**src/hw/rtl/pclp_pkg.sv**
```systemverilog
`default_nettype none

package pclp_pkg;

  localparam logic [1:0] CfgPropGain    = 2'd0;
  localparam logic [1:0] CfgIntGain     = 2'd1;
  localparam logic [1:0] CfgWindupLimit = 2'd2;
  localparam logic [1:0] CfgPwmPeriod   = 2'd3;

  localparam logic [17:0] FullScale = 18'd200000;
  // ceil(2^18 / 5): exact quotient by 5 for magnitudes below 2^18
  localparam logic [15:0] Recip5    = 16'd52429;
  // ceil(2^40 / 3125): exact quotient by 3125 for magnitudes below 2^29,
  // applied to the period product shifted down by 6 (200000 = 64 * 3125)
  localparam logic [28:0] RecipFs   = 29'd351843721;

  localparam logic [4:0] LimDivSteps  = 5'd31;

  typedef struct packed {
    logic        start;
    logic [17:0] rem_init;
    logic [34:0] dividend;
    logic [17:0] divisor;
    logic [4:0]  count;
  } div_req_t;

  typedef struct packed {
    logic        busy;
    logic        done;
    logic [30:0] quotient;
  } div_rsp_t;

endpackage

`default_nettype wire

```
**src/hw/rtl/pclp_div.sv**
```systemverilog
`default_nettype none

module pclp_div (
  input  logic               clk_i,
  input  logic               rst_ni,
  input  pclp_pkg::div_req_t req_i,
  output pclp_pkg::div_rsp_t rsp_o
);
  import pclp_pkg::*;

  logic        busy_q;
  logic        done_q;
  logic [4:0]  cnt_q;
  logic [17:0] rem_q;
  logic [17:0] divisor_q;
  logic [34:0] sh_q;
  logic [30:0] quo_q;

  logic [18:0] trial;
  logic [18:0] diff;
  logic        fit;

  assign trial = {rem_q, sh_q[34]};
  assign fit   = trial >= {1'b0, divisor_q};
  assign diff  = trial - {1'b0, divisor_q};

  always_ff @(posedge clk_i or negedge rst_ni) begin
    if (!rst_ni) begin
      busy_q <= 1'b0;
      done_q <= 1'b0;
      cnt_q  <= '0;
    end else begin
      done_q <= 1'b0;
      if (req_i.start) begin
        busy_q <= 1'b1;
        cnt_q  <= req_i.count;
      end else if (busy_q) begin
        cnt_q <= cnt_q - 5'd1;
        if (cnt_q == 5'd1) begin
          busy_q <= 1'b0;
          done_q <= 1'b1;
        end
      end
    end
  end

  always_ff @(posedge clk_i) begin
    if (req_i.start) begin
      rem_q     <= req_i.rem_init;
      sh_q      <= req_i.dividend;
      divisor_q <= req_i.divisor;
      quo_q     <= '0;
    end else if (busy_q) begin
      rem_q <= fit ? diff[17:0] : trial[17:0];
      sh_q  <= {sh_q[33:0], 1'b0};
      quo_q <= {quo_q[29:0], fit};
    end
  end

  assign rsp_o.busy     = busy_q;
  assign rsp_o.done     = done_q;
  assign rsp_o.quotient = quo_q;

endmodule

`default_nettype wire

```
**src/hw/rtl/pi_current_loop_pwm.sv**
```systemverilog
// Channel  Direction  Handshake                 Word
// in       input      in_valid_i / in_ready_o   ref_current_i, meas_current_i
// out      output     out_valid_o / out_ready_i duty_count_o, reverse_dir_o
// cfg      input      cfg_we_i (no wait)        cfg_idx_i, cfg_data_i
// From accept to result, six steps form the error, integrator and drive, and four
// scale the duty (period product, reciprocal product in two halves).
// Full-scale drive skips the scaling; the windup clamp adds the 31-step limit / gain
// divide and a second gain product. in_ready_o rises together with the result load;
// the next word may run while out_ready_i stalls. Reset loads the register defaults
// and clears the integrator.
`default_nettype none

module pi_current_loop_pwm (
  input  logic               clk_i,
  input  logic               rst_ni,
  input  logic               in_valid_i,
  output logic               in_ready_o,
  input  logic signed [15:0] ref_current_i,
  input  logic signed [15:0] meas_current_i,
  output logic               out_valid_o,
  input  logic               out_ready_i,
  output logic [16:0]        duty_count_o,
  output logic               reverse_dir_o,
  input  logic               cfg_we_i,
  input  logic [1:0]         cfg_idx_i,
  input  logic [30:0]        cfg_data_i
);
  import pclp_pkg::*;

  typedef enum logic [3:0] {
    S_IDLE, S_MUL5, S_SAT, S_MULI, S_CMP, S_DIVI, S_MULP,
    S_SUMU, S_MULD, S_MULL, S_MULH, S_SCALE, S_DONE
  } state_e;

  state_e state_q;

  logic [15:0] prop_gain_q;
  logic [15:0] int_gain_q;
  logic [30:0] windup_limit_q;
  logic [16:0] pwm_period_q;

  logic signed [16:0] e_q;
  logic signed [31:0] integ_q;
  logic signed [51:0] prod_q;
  logic signed [48:0] kterm_q;
  logic [17:0]        umag_q;
  logic [43:0]        rlo_q;
  logic               clamp_neg_q;
  logic               dir_q;
  logic [16:0]        duty_w_q;
  logic               out_valid_q;
  logic [16:0]        duty_q;
  logic               rdir_q;

  div_req_t div_req;
  div_rsp_t div_rsp;

  logic signed [32:0] mul_a;
  logic signed [18:0] mul_b;
  logic signed [51:0] mul_p;
  logic [16:0]        e_mag;
  logic [13:0]        q5;
  logic signed [33:0] q5s;
  logic signed [33:0] sum34;
  logic signed [31:0] integ_sat;
  logic signed [51:0] lim52;
  logic               pos_over;
  logic               neg_over;
  logic signed [49:0] u;
  logic [49:0]        umag;
  logic [57:0]        scaled;

  assign e_mag = e_q[16] ? 17'(-e_q) : e_q;

  always_comb begin
    unique case (state_q)
      S_MUL5: begin
        mul_a = {16'b0, e_mag};
        mul_b = {3'b0, Recip5};
      end
      S_MULI: begin
        mul_a = {integ_q[31], integ_q};
        mul_b = {3'b0, int_gain_q};
      end
      S_MULP: begin
        mul_a = {{16{e_q[16]}}, e_q};
        mul_b = {3'b0, prop_gain_q};
      end
      S_MULD: begin
        mul_a = {15'b0, umag_q};
        mul_b = {2'b0, pwm_period_q};
      end
      S_MULL: begin
        mul_a = {4'b0, prod_q[34:6]};
        mul_b = {4'b0, RecipFs[14:0]};
      end
      S_MULH: begin
        mul_a = {4'b0, prod_q[34:6]};
        mul_b = {5'b0, RecipFs[28:15]};
      end
      default: begin
        mul_a = '0;
        mul_b = '0;
      end
    endcase
  end

  assign mul_p = mul_a * mul_b;

  assign q5    = prod_q[31:18];
  assign q5s   = e_q[16] ? -$signed({20'b0, q5}) : $signed({20'b0, q5});
  assign sum34 = $signed({{2{integ_q[31]}}, integ_q}) + q5s;

  always_comb begin
    if (sum34[33:31] == 3'b000 || sum34[33:31] == 3'b111) begin
      integ_sat = sum34[31:0];
    end else if (sum34[33]) begin
      integ_sat = 32'sh8000_0000;
    end else begin
      integ_sat = 32'sh7FFF_FFFF;
    end
  end

  assign lim52    = $signed({21'b0, windup_limit_q});
  assign pos_over = prod_q > lim52;
  assign neg_over = prod_q < -lim52;

  assign u    = $signed({{16{prod_q[33]}}, prod_q[33:0]}) + $signed({kterm_q[48], kterm_q});
  assign umag = u[49] ? 50'(-u) : 50'(u);

  assign scaled = {prod_q[42:0], 15'b0} + {14'b0, rlo_q};

  always_comb begin
    div_req.start    = state_q == S_CMP && (pos_over || neg_over);
    div_req.rem_init = '0;
    div_req.dividend = {windup_limit_q, 4'b0};
    div_req.divisor  = {2'b0, int_gain_q};
    div_req.count    = LimDivSteps;
  end

  pclp_div u_div (
    .clk_i  (clk_i),
    .rst_ni (rst_ni),
    .req_i  (div_req),
    .rsp_o  (div_rsp)
  );

  always_ff @(posedge clk_i or negedge rst_ni) begin
    if (!rst_ni) begin
      prop_gain_q    <= 16'd830;
      int_gain_q     <= 16'd230;
      windup_limit_q <= 31'd200000;
      pwm_period_q   <= 17'd4000;
    end else if (cfg_we_i) begin
      unique case (cfg_idx_i)
        CfgPropGain:    prop_gain_q    <= cfg_data_i[15:0];
        CfgIntGain:     int_gain_q     <= cfg_data_i[15:0];
        CfgWindupLimit: windup_limit_q <= cfg_data_i;
        CfgPwmPeriod:   pwm_period_q   <= cfg_data_i[16:0];
      endcase
    end
  end

  always_ff @(posedge clk_i or negedge rst_ni) begin
    if (!rst_ni) begin
      state_q     <= S_IDLE;
      e_q         <= '0;
      integ_q     <= '0;
      prod_q      <= '0;
      kterm_q     <= '0;
      umag_q      <= '0;
      rlo_q       <= '0;
      clamp_neg_q <= 1'b0;
      dir_q       <= 1'b0;
      duty_w_q    <= '0;
      out_valid_q <= 1'b0;
      duty_q      <= '0;
      rdir_q      <= 1'b0;
    end else begin
      if (out_valid_q && out_ready_i && state_q != S_DONE) begin
        out_valid_q <= 1'b0;
      end
      unique case (state_q)
        S_IDLE: begin
          if (in_valid_i) begin
            e_q     <= {ref_current_i[15], ref_current_i} - {meas_current_i[15], meas_current_i};
            state_q <= S_MUL5;
          end
        end
        S_MUL5: begin
          prod_q  <= mul_p;
          state_q <= S_SAT;
        end
        S_SAT: begin
          integ_q <= integ_sat;
          state_q <= S_MULI;
        end
        S_MULI: begin
          prod_q  <= mul_p;
          state_q <= S_CMP;
        end
        S_CMP: begin
          if (pos_over || neg_over) begin
            clamp_neg_q <= neg_over;
            state_q     <= S_DIVI;
          end else begin
            kterm_q <= prod_q[48:0];
            state_q <= S_MULP;
          end
        end
        S_DIVI: begin
          if (div_rsp.done) begin
            integ_q <= clamp_neg_q ? -$signed({1'b0, div_rsp.quotient})
                                   : $signed({1'b0, div_rsp.quotient});
            state_q <= S_MULI;
          end
        end
        S_MULP: begin
          prod_q  <= mul_p;
          state_q <= S_SUMU;
        end
        S_SUMU: begin
          dir_q <= u[49];
          if (umag >= {32'b0, FullScale}) begin
            duty_w_q <= pwm_period_q;
            state_q  <= S_DONE;
          end else begin
            umag_q  <= umag[17:0];
            state_q <= S_MULD;
          end
        end
        S_MULD: begin
          prod_q  <= mul_p;
          state_q <= S_MULL;
        end
        S_MULL: begin
          rlo_q   <= mul_p[43:0];
          state_q <= S_MULH;
        end
        S_MULH: begin
          prod_q  <= mul_p;
          state_q <= S_SCALE;
        end
        S_SCALE: begin
          duty_w_q <= scaled[56:40];
          state_q  <= S_DONE;
        end
        S_DONE: begin
          if (!out_valid_q || out_ready_i) begin
            duty_q      <= duty_w_q;
            rdir_q      <= dir_q;
            out_valid_q <= 1'b1;
            state_q     <= S_IDLE;
          end
        end
        default: begin
          state_q <= S_IDLE;
        end
      endcase
    end
  end

  assign in_ready_o    = state_q == S_IDLE;
  assign out_valid_o   = out_valid_q;
  assign duty_count_o  = duty_q;
  assign reverse_dir_o = rdir_q;

`ifndef SYNTHESIS
  a_div_start_free: assert property (@(posedge clk_i) disable iff (!rst_ni)
    div_req.start |-> !div_rsp.busy)
    else $error("divider started while busy");

  a_duty_in_range: assert property (@(posedge clk_i) disable iff (!rst_ni)
    out_valid_o |-> duty_count_o <= pwm_period_q)
    else $error("duty above period");

  a_one_word: assert property (@(posedge clk_i) disable iff (!rst_ni)
    (in_valid_i && in_ready_o) |=> !in_ready_o)
    else $error("second word taken while busy");

  a_clamp_gain: assert property (@(posedge clk_i) disable iff (!rst_ni)
    (state_q == S_DIVI) |-> int_gain_q != 16'd0)
    else $error("windup clamp with zero gain");
`endif

endmodule

`default_nettype wire

```
**config.mk**
```make
export PLATFORM = sky130hd
export DESIGN_NAME = pi_current_loop_pwm
export DESIGN_NICKNAME = d
export VERILOG_FILES = /design/src/hw/rtl/pclp_pkg.sv /design/src/hw/rtl/pclp_div.sv /design/src/hw/rtl/pi_current_loop_pwm.sv
export SDC_FILE = /design/constraint.sdc
export NUM_CORES = 2
export LEC_CHECK = 0
export BUFFER_PORTS_ARGS = -buffer_cell sky130_fd_sc_hd__buf_2
export CORE_MARGIN = 2
export CORE_UTILIZATION = 30
export CTS_CLUSTER_SIZE = 40
export DETAILED_ROUTE_END_ITERATION = 7
export PLACE_DENSITY = 0.53
export SYNTH_ARGS = -nofsm -noshare
export SYNTH_HDL_FRONTEND = slang
export SYNTH_SLANG_ARGS = --single-unit
```
**constraint.sdc**
```tcl
create_clock -name clk_i -period 17.8 [get_ports clk_i]
set_clock_uncertainty 0.05 [all_clocks]
set_input_delay 0.89 -clock clk_i [delete_from_list [all_inputs] [get_ports clk_i]]
set_output_delay 0.89 -clock clk_i [all_outputs]
set_load 0.02 [all_outputs]
```
==> metrics.csv <==
stage,metric,value,unit
floorplanning,initial_core_util,30.2,%
cells_and_area,syn2layout_area_growth,10.2,%
synth,yosys_warnings,0,
min_path,hold_class,in2async,
critical_path,path_common_cell,fa_1,
routing,viasPerCell,5.16,
synth,synthAdderAreaFrac,31.0,%
routing,wire_per_inst,21.9,um
run_status,status,"complete, but fails checks",
routing,drt_first_pass_iters,8,
run,drv_cap,0,
clock_tree,path_clk_slew,0.06,ns
clock_tree,clockBufferDepth,3,
floorplanning,rows,147,
routing,via_count,39500,
cells_and_area,nets,6398,
timing,drv_slew,0,
clock_tree,cts.repair.resized,0,
critical_path,crit_type,reg2reg,
synth,synth_area_per_cell,8.91,um^2
synth,synth_cell_type_count,110,
grt,track_usage,20.4,%
cells_and_area,diodes,0,
floorplanning,die_h,405,um
routing,drt_iter0_drc,3235,
clock_tree,clk_latency,0.68,ns
critical_path,cp_slowest_stage_delay,0.86,ns
placement,place_congestion,0.920,
critical_path,cp_slowest_cell,nor3_2,
cells_and_area,fill_cells,16600,
clock_tree,cts_max_level,2,
clock_tree,numCtsBuffers,52,
synth,synth_area,48300,um^2
grt,grt_pass1_vias,39700,
synth,synth_seq_cells,421,
synth,synth_top_family_by_area,adder cells,
clock_tree,clock-root-buffer,clkbuf_16,
placement,hpwl,132000,um
synth,ys_async_sr_fraction,77.2,%
grt,grt_max_degree,125,
critical_path,cp.required,18.26,ns
floorplanning,core,160000,um^2
clock_tree,post_cts_buffers,0,
timing,period_share,58.9,%
timing,worstMarginPinSlew,1.24,ns
timing,slew_headroom,17.2,%
synth,synth_xor_area_share,4.33,%
floorplanning,dieArea,164000,um^2
synth,synth_compound_area_share,13.8,%
floorplanning,io_pins,90,
critical_path,critPathMaxFanout,32,
cells_and_area,layout-drive-gt1-share,10.6,%
synth,synth_edf_count,47,
routing,postRouteAntennaNets,0,
synth,synthCells,5426,
cells_and_area,final_common_cell,inv_1,
routing,routed_wl,168000,um
grt,gr-total-overflow,0,
timing,rsz0062_at_grt,false,
grt,antenna_found_initial,6,
critical_path,cp-start-kind,register,
synth,synth_ff_type,dfrtp_1,
placement,port_buffers,89,
synth,ys_seq_area_share,21.8,%
routing,drc,2,
grt,grt_first_pass_wirelength,254000,um
timing,timing_hold_violations_final,0,
timing,setup_violations,0,
clock_tree,cts.sinks,421,
timing,max_freq,0.0954,GHz
timing,tns,0,ns
clock_tree,cts_tree,built,
critical_path,end_kind,register,
timing,period_needed,10.49,ns
run_status,violations,design-rule violations,
synth,synth_simple_gate_area_share,15.3,%
critical_path,critPathArrivalTime,10.95,ns
floorplanning,die_x,405,um
cells_and_area,final_cell_mix,"inv_1, nand2_1, fa_1",
synth,synthMuxAreaShare,5.86,%
clock_tree,holdBufCountCts,0,
## synth_stat cells (19+ instances only)
cell / n / area (um^2)
or4_1: 23 / 173
a211oi_1: 28 / 210
clkbuf_1: 203 / 762
a21oi_1: 239 / 1200
xnor2_1: 159 / 1390
o21ai_0: 259 / 1300
o21a_1: 40 / 300
o31ai_1: 40 / 300
xor2_1: 80 / 701
nand2_1: 654 / 2450
mux2i_1: 52 / 521
ha_1: 351 / 4390
o22ai_1: 32 / 200
nor4_1: 47 / 294
edfxtp_1: 47 / 1410
dfxtp_1: 49 / 981
nand4_1: 45 / 282
nand2b_1: 43 / 269
o21bai_1: 20 / 150
a21boi_0: 31 / 233
nor3_1: 65 / 325
or3_1: 32 / 200
inv_1: 756 / 2840
o211ai_1: 23 / 173
dfstp_2: 24 / 631
and2_1: 23 / 144
nor2_1: 464 / 1740
fa_1: 529 / 10600
a21o_1: 87 / 653
nor2b_1: 52 / 325
mux2_2: 192 / 2160
and3_1: 28 / 175
nand3_1: 68 / 340
or2_2: 19 / 119
dfrtp_1: 301 / 7530
## kinds of logic (layout without fill, tap and decap cells)
group,count (synthesis),in the layout
buffers and inverters,992,1044
AOI/OAI and AO/OA,1012,1012
adders and majority gates,880,880
and+or+nand+nor,1626,1626
xor gates and xnor gates,239,239
muxes,254,254
DFF,421,421
other,2,15
## state kept, by name, indices dropped and copies added, names as in the netlist, 4 cells and up
name	count
prod_q	51
kterm_q	49
integ_q	32
u_div.quo_q	31
u_div.sh_q	31
windup_limit_q	31
rlo_q	29
u_div.rem_q	18
umag_q	18
duty_count_o	17
duty_w_q	17
e_q	17
pwm_period_q	17
int_gain_q	16
prop_gain_q	16
u_div.divisor_q	16
u_div.cnt_q	5
state_q	4
## path summary, 6_finish.rpt
path,slack [ns],depth (start not counted),end,startpoint
worst max-delay path,7.31,34,prod_q[50],state_q[3]
worst min-delay path,0.19,1,dir_q,rst_ni
worst max register to register,7.31,34,prod_q[50],state_q[3]
worst min register to register,0.43,2,dir_q,dir_q
max in group asynchronous,16.05,2,prop_gain_q[0],rst_ni
min in group clk_i,0.40,2,windup_limit_q[21],cfg_data_i[21]
## critical path: cells and delay by family, from the launching register on
kind	cells	cell delay, ns
compound gates	10	2.37
xor+xnor	1	0.13
fa+ha+maj	7	3.48
buf+inv	7	1.25
flops	1	0.76
simple gates	9	2.25
## through the flow
step	utilization, %	std cells	instance area (um^2)	hold slack, ns	setup slack, ns
finish	33.2	7651	53300	0.195	7.31
global route	33.2	7651	53300	0.237	6.78
CTS	33.2	7651	53300	0.197	7.53
detailed placement	32.1	7554	51500	0.422	7.56
global placement	32.1	7554	51500	0.420	7.64
floorplan	-	5439	48400	0.383	9.05
## area by class of cell
type / count / area [um^2] / share of cell area [%]
Multi-Input combinational cell: 4026 / 34200 / 64.2
Sequential cell: 421 / 10600 / 19.8
Inverter: 758 / 2850 / 5.34
Tap cell: 2160 / 2700 / 5.07
Clock buffer: 70 / 1420 / 2.67
Timing Repair Buffer: 189 / 1220 / 2.29
Clock inverter: 27 / 339 / 0.637
## per-layer routing
| layer | global-route usage (%) | wire length, um |
|---|---|---|
| met1 | 28.3 | 75700 |
| met5 | 0 | 0 |
| met3 | 2.59 | 9840 |
| met2 | 32.3 | 75500 |
| met4 | 7.57 | 6730 |
Power is left out: the tool's default activity adds up to more than one toggle a clock period on the data nets, which glitch-free logic cannot reach.
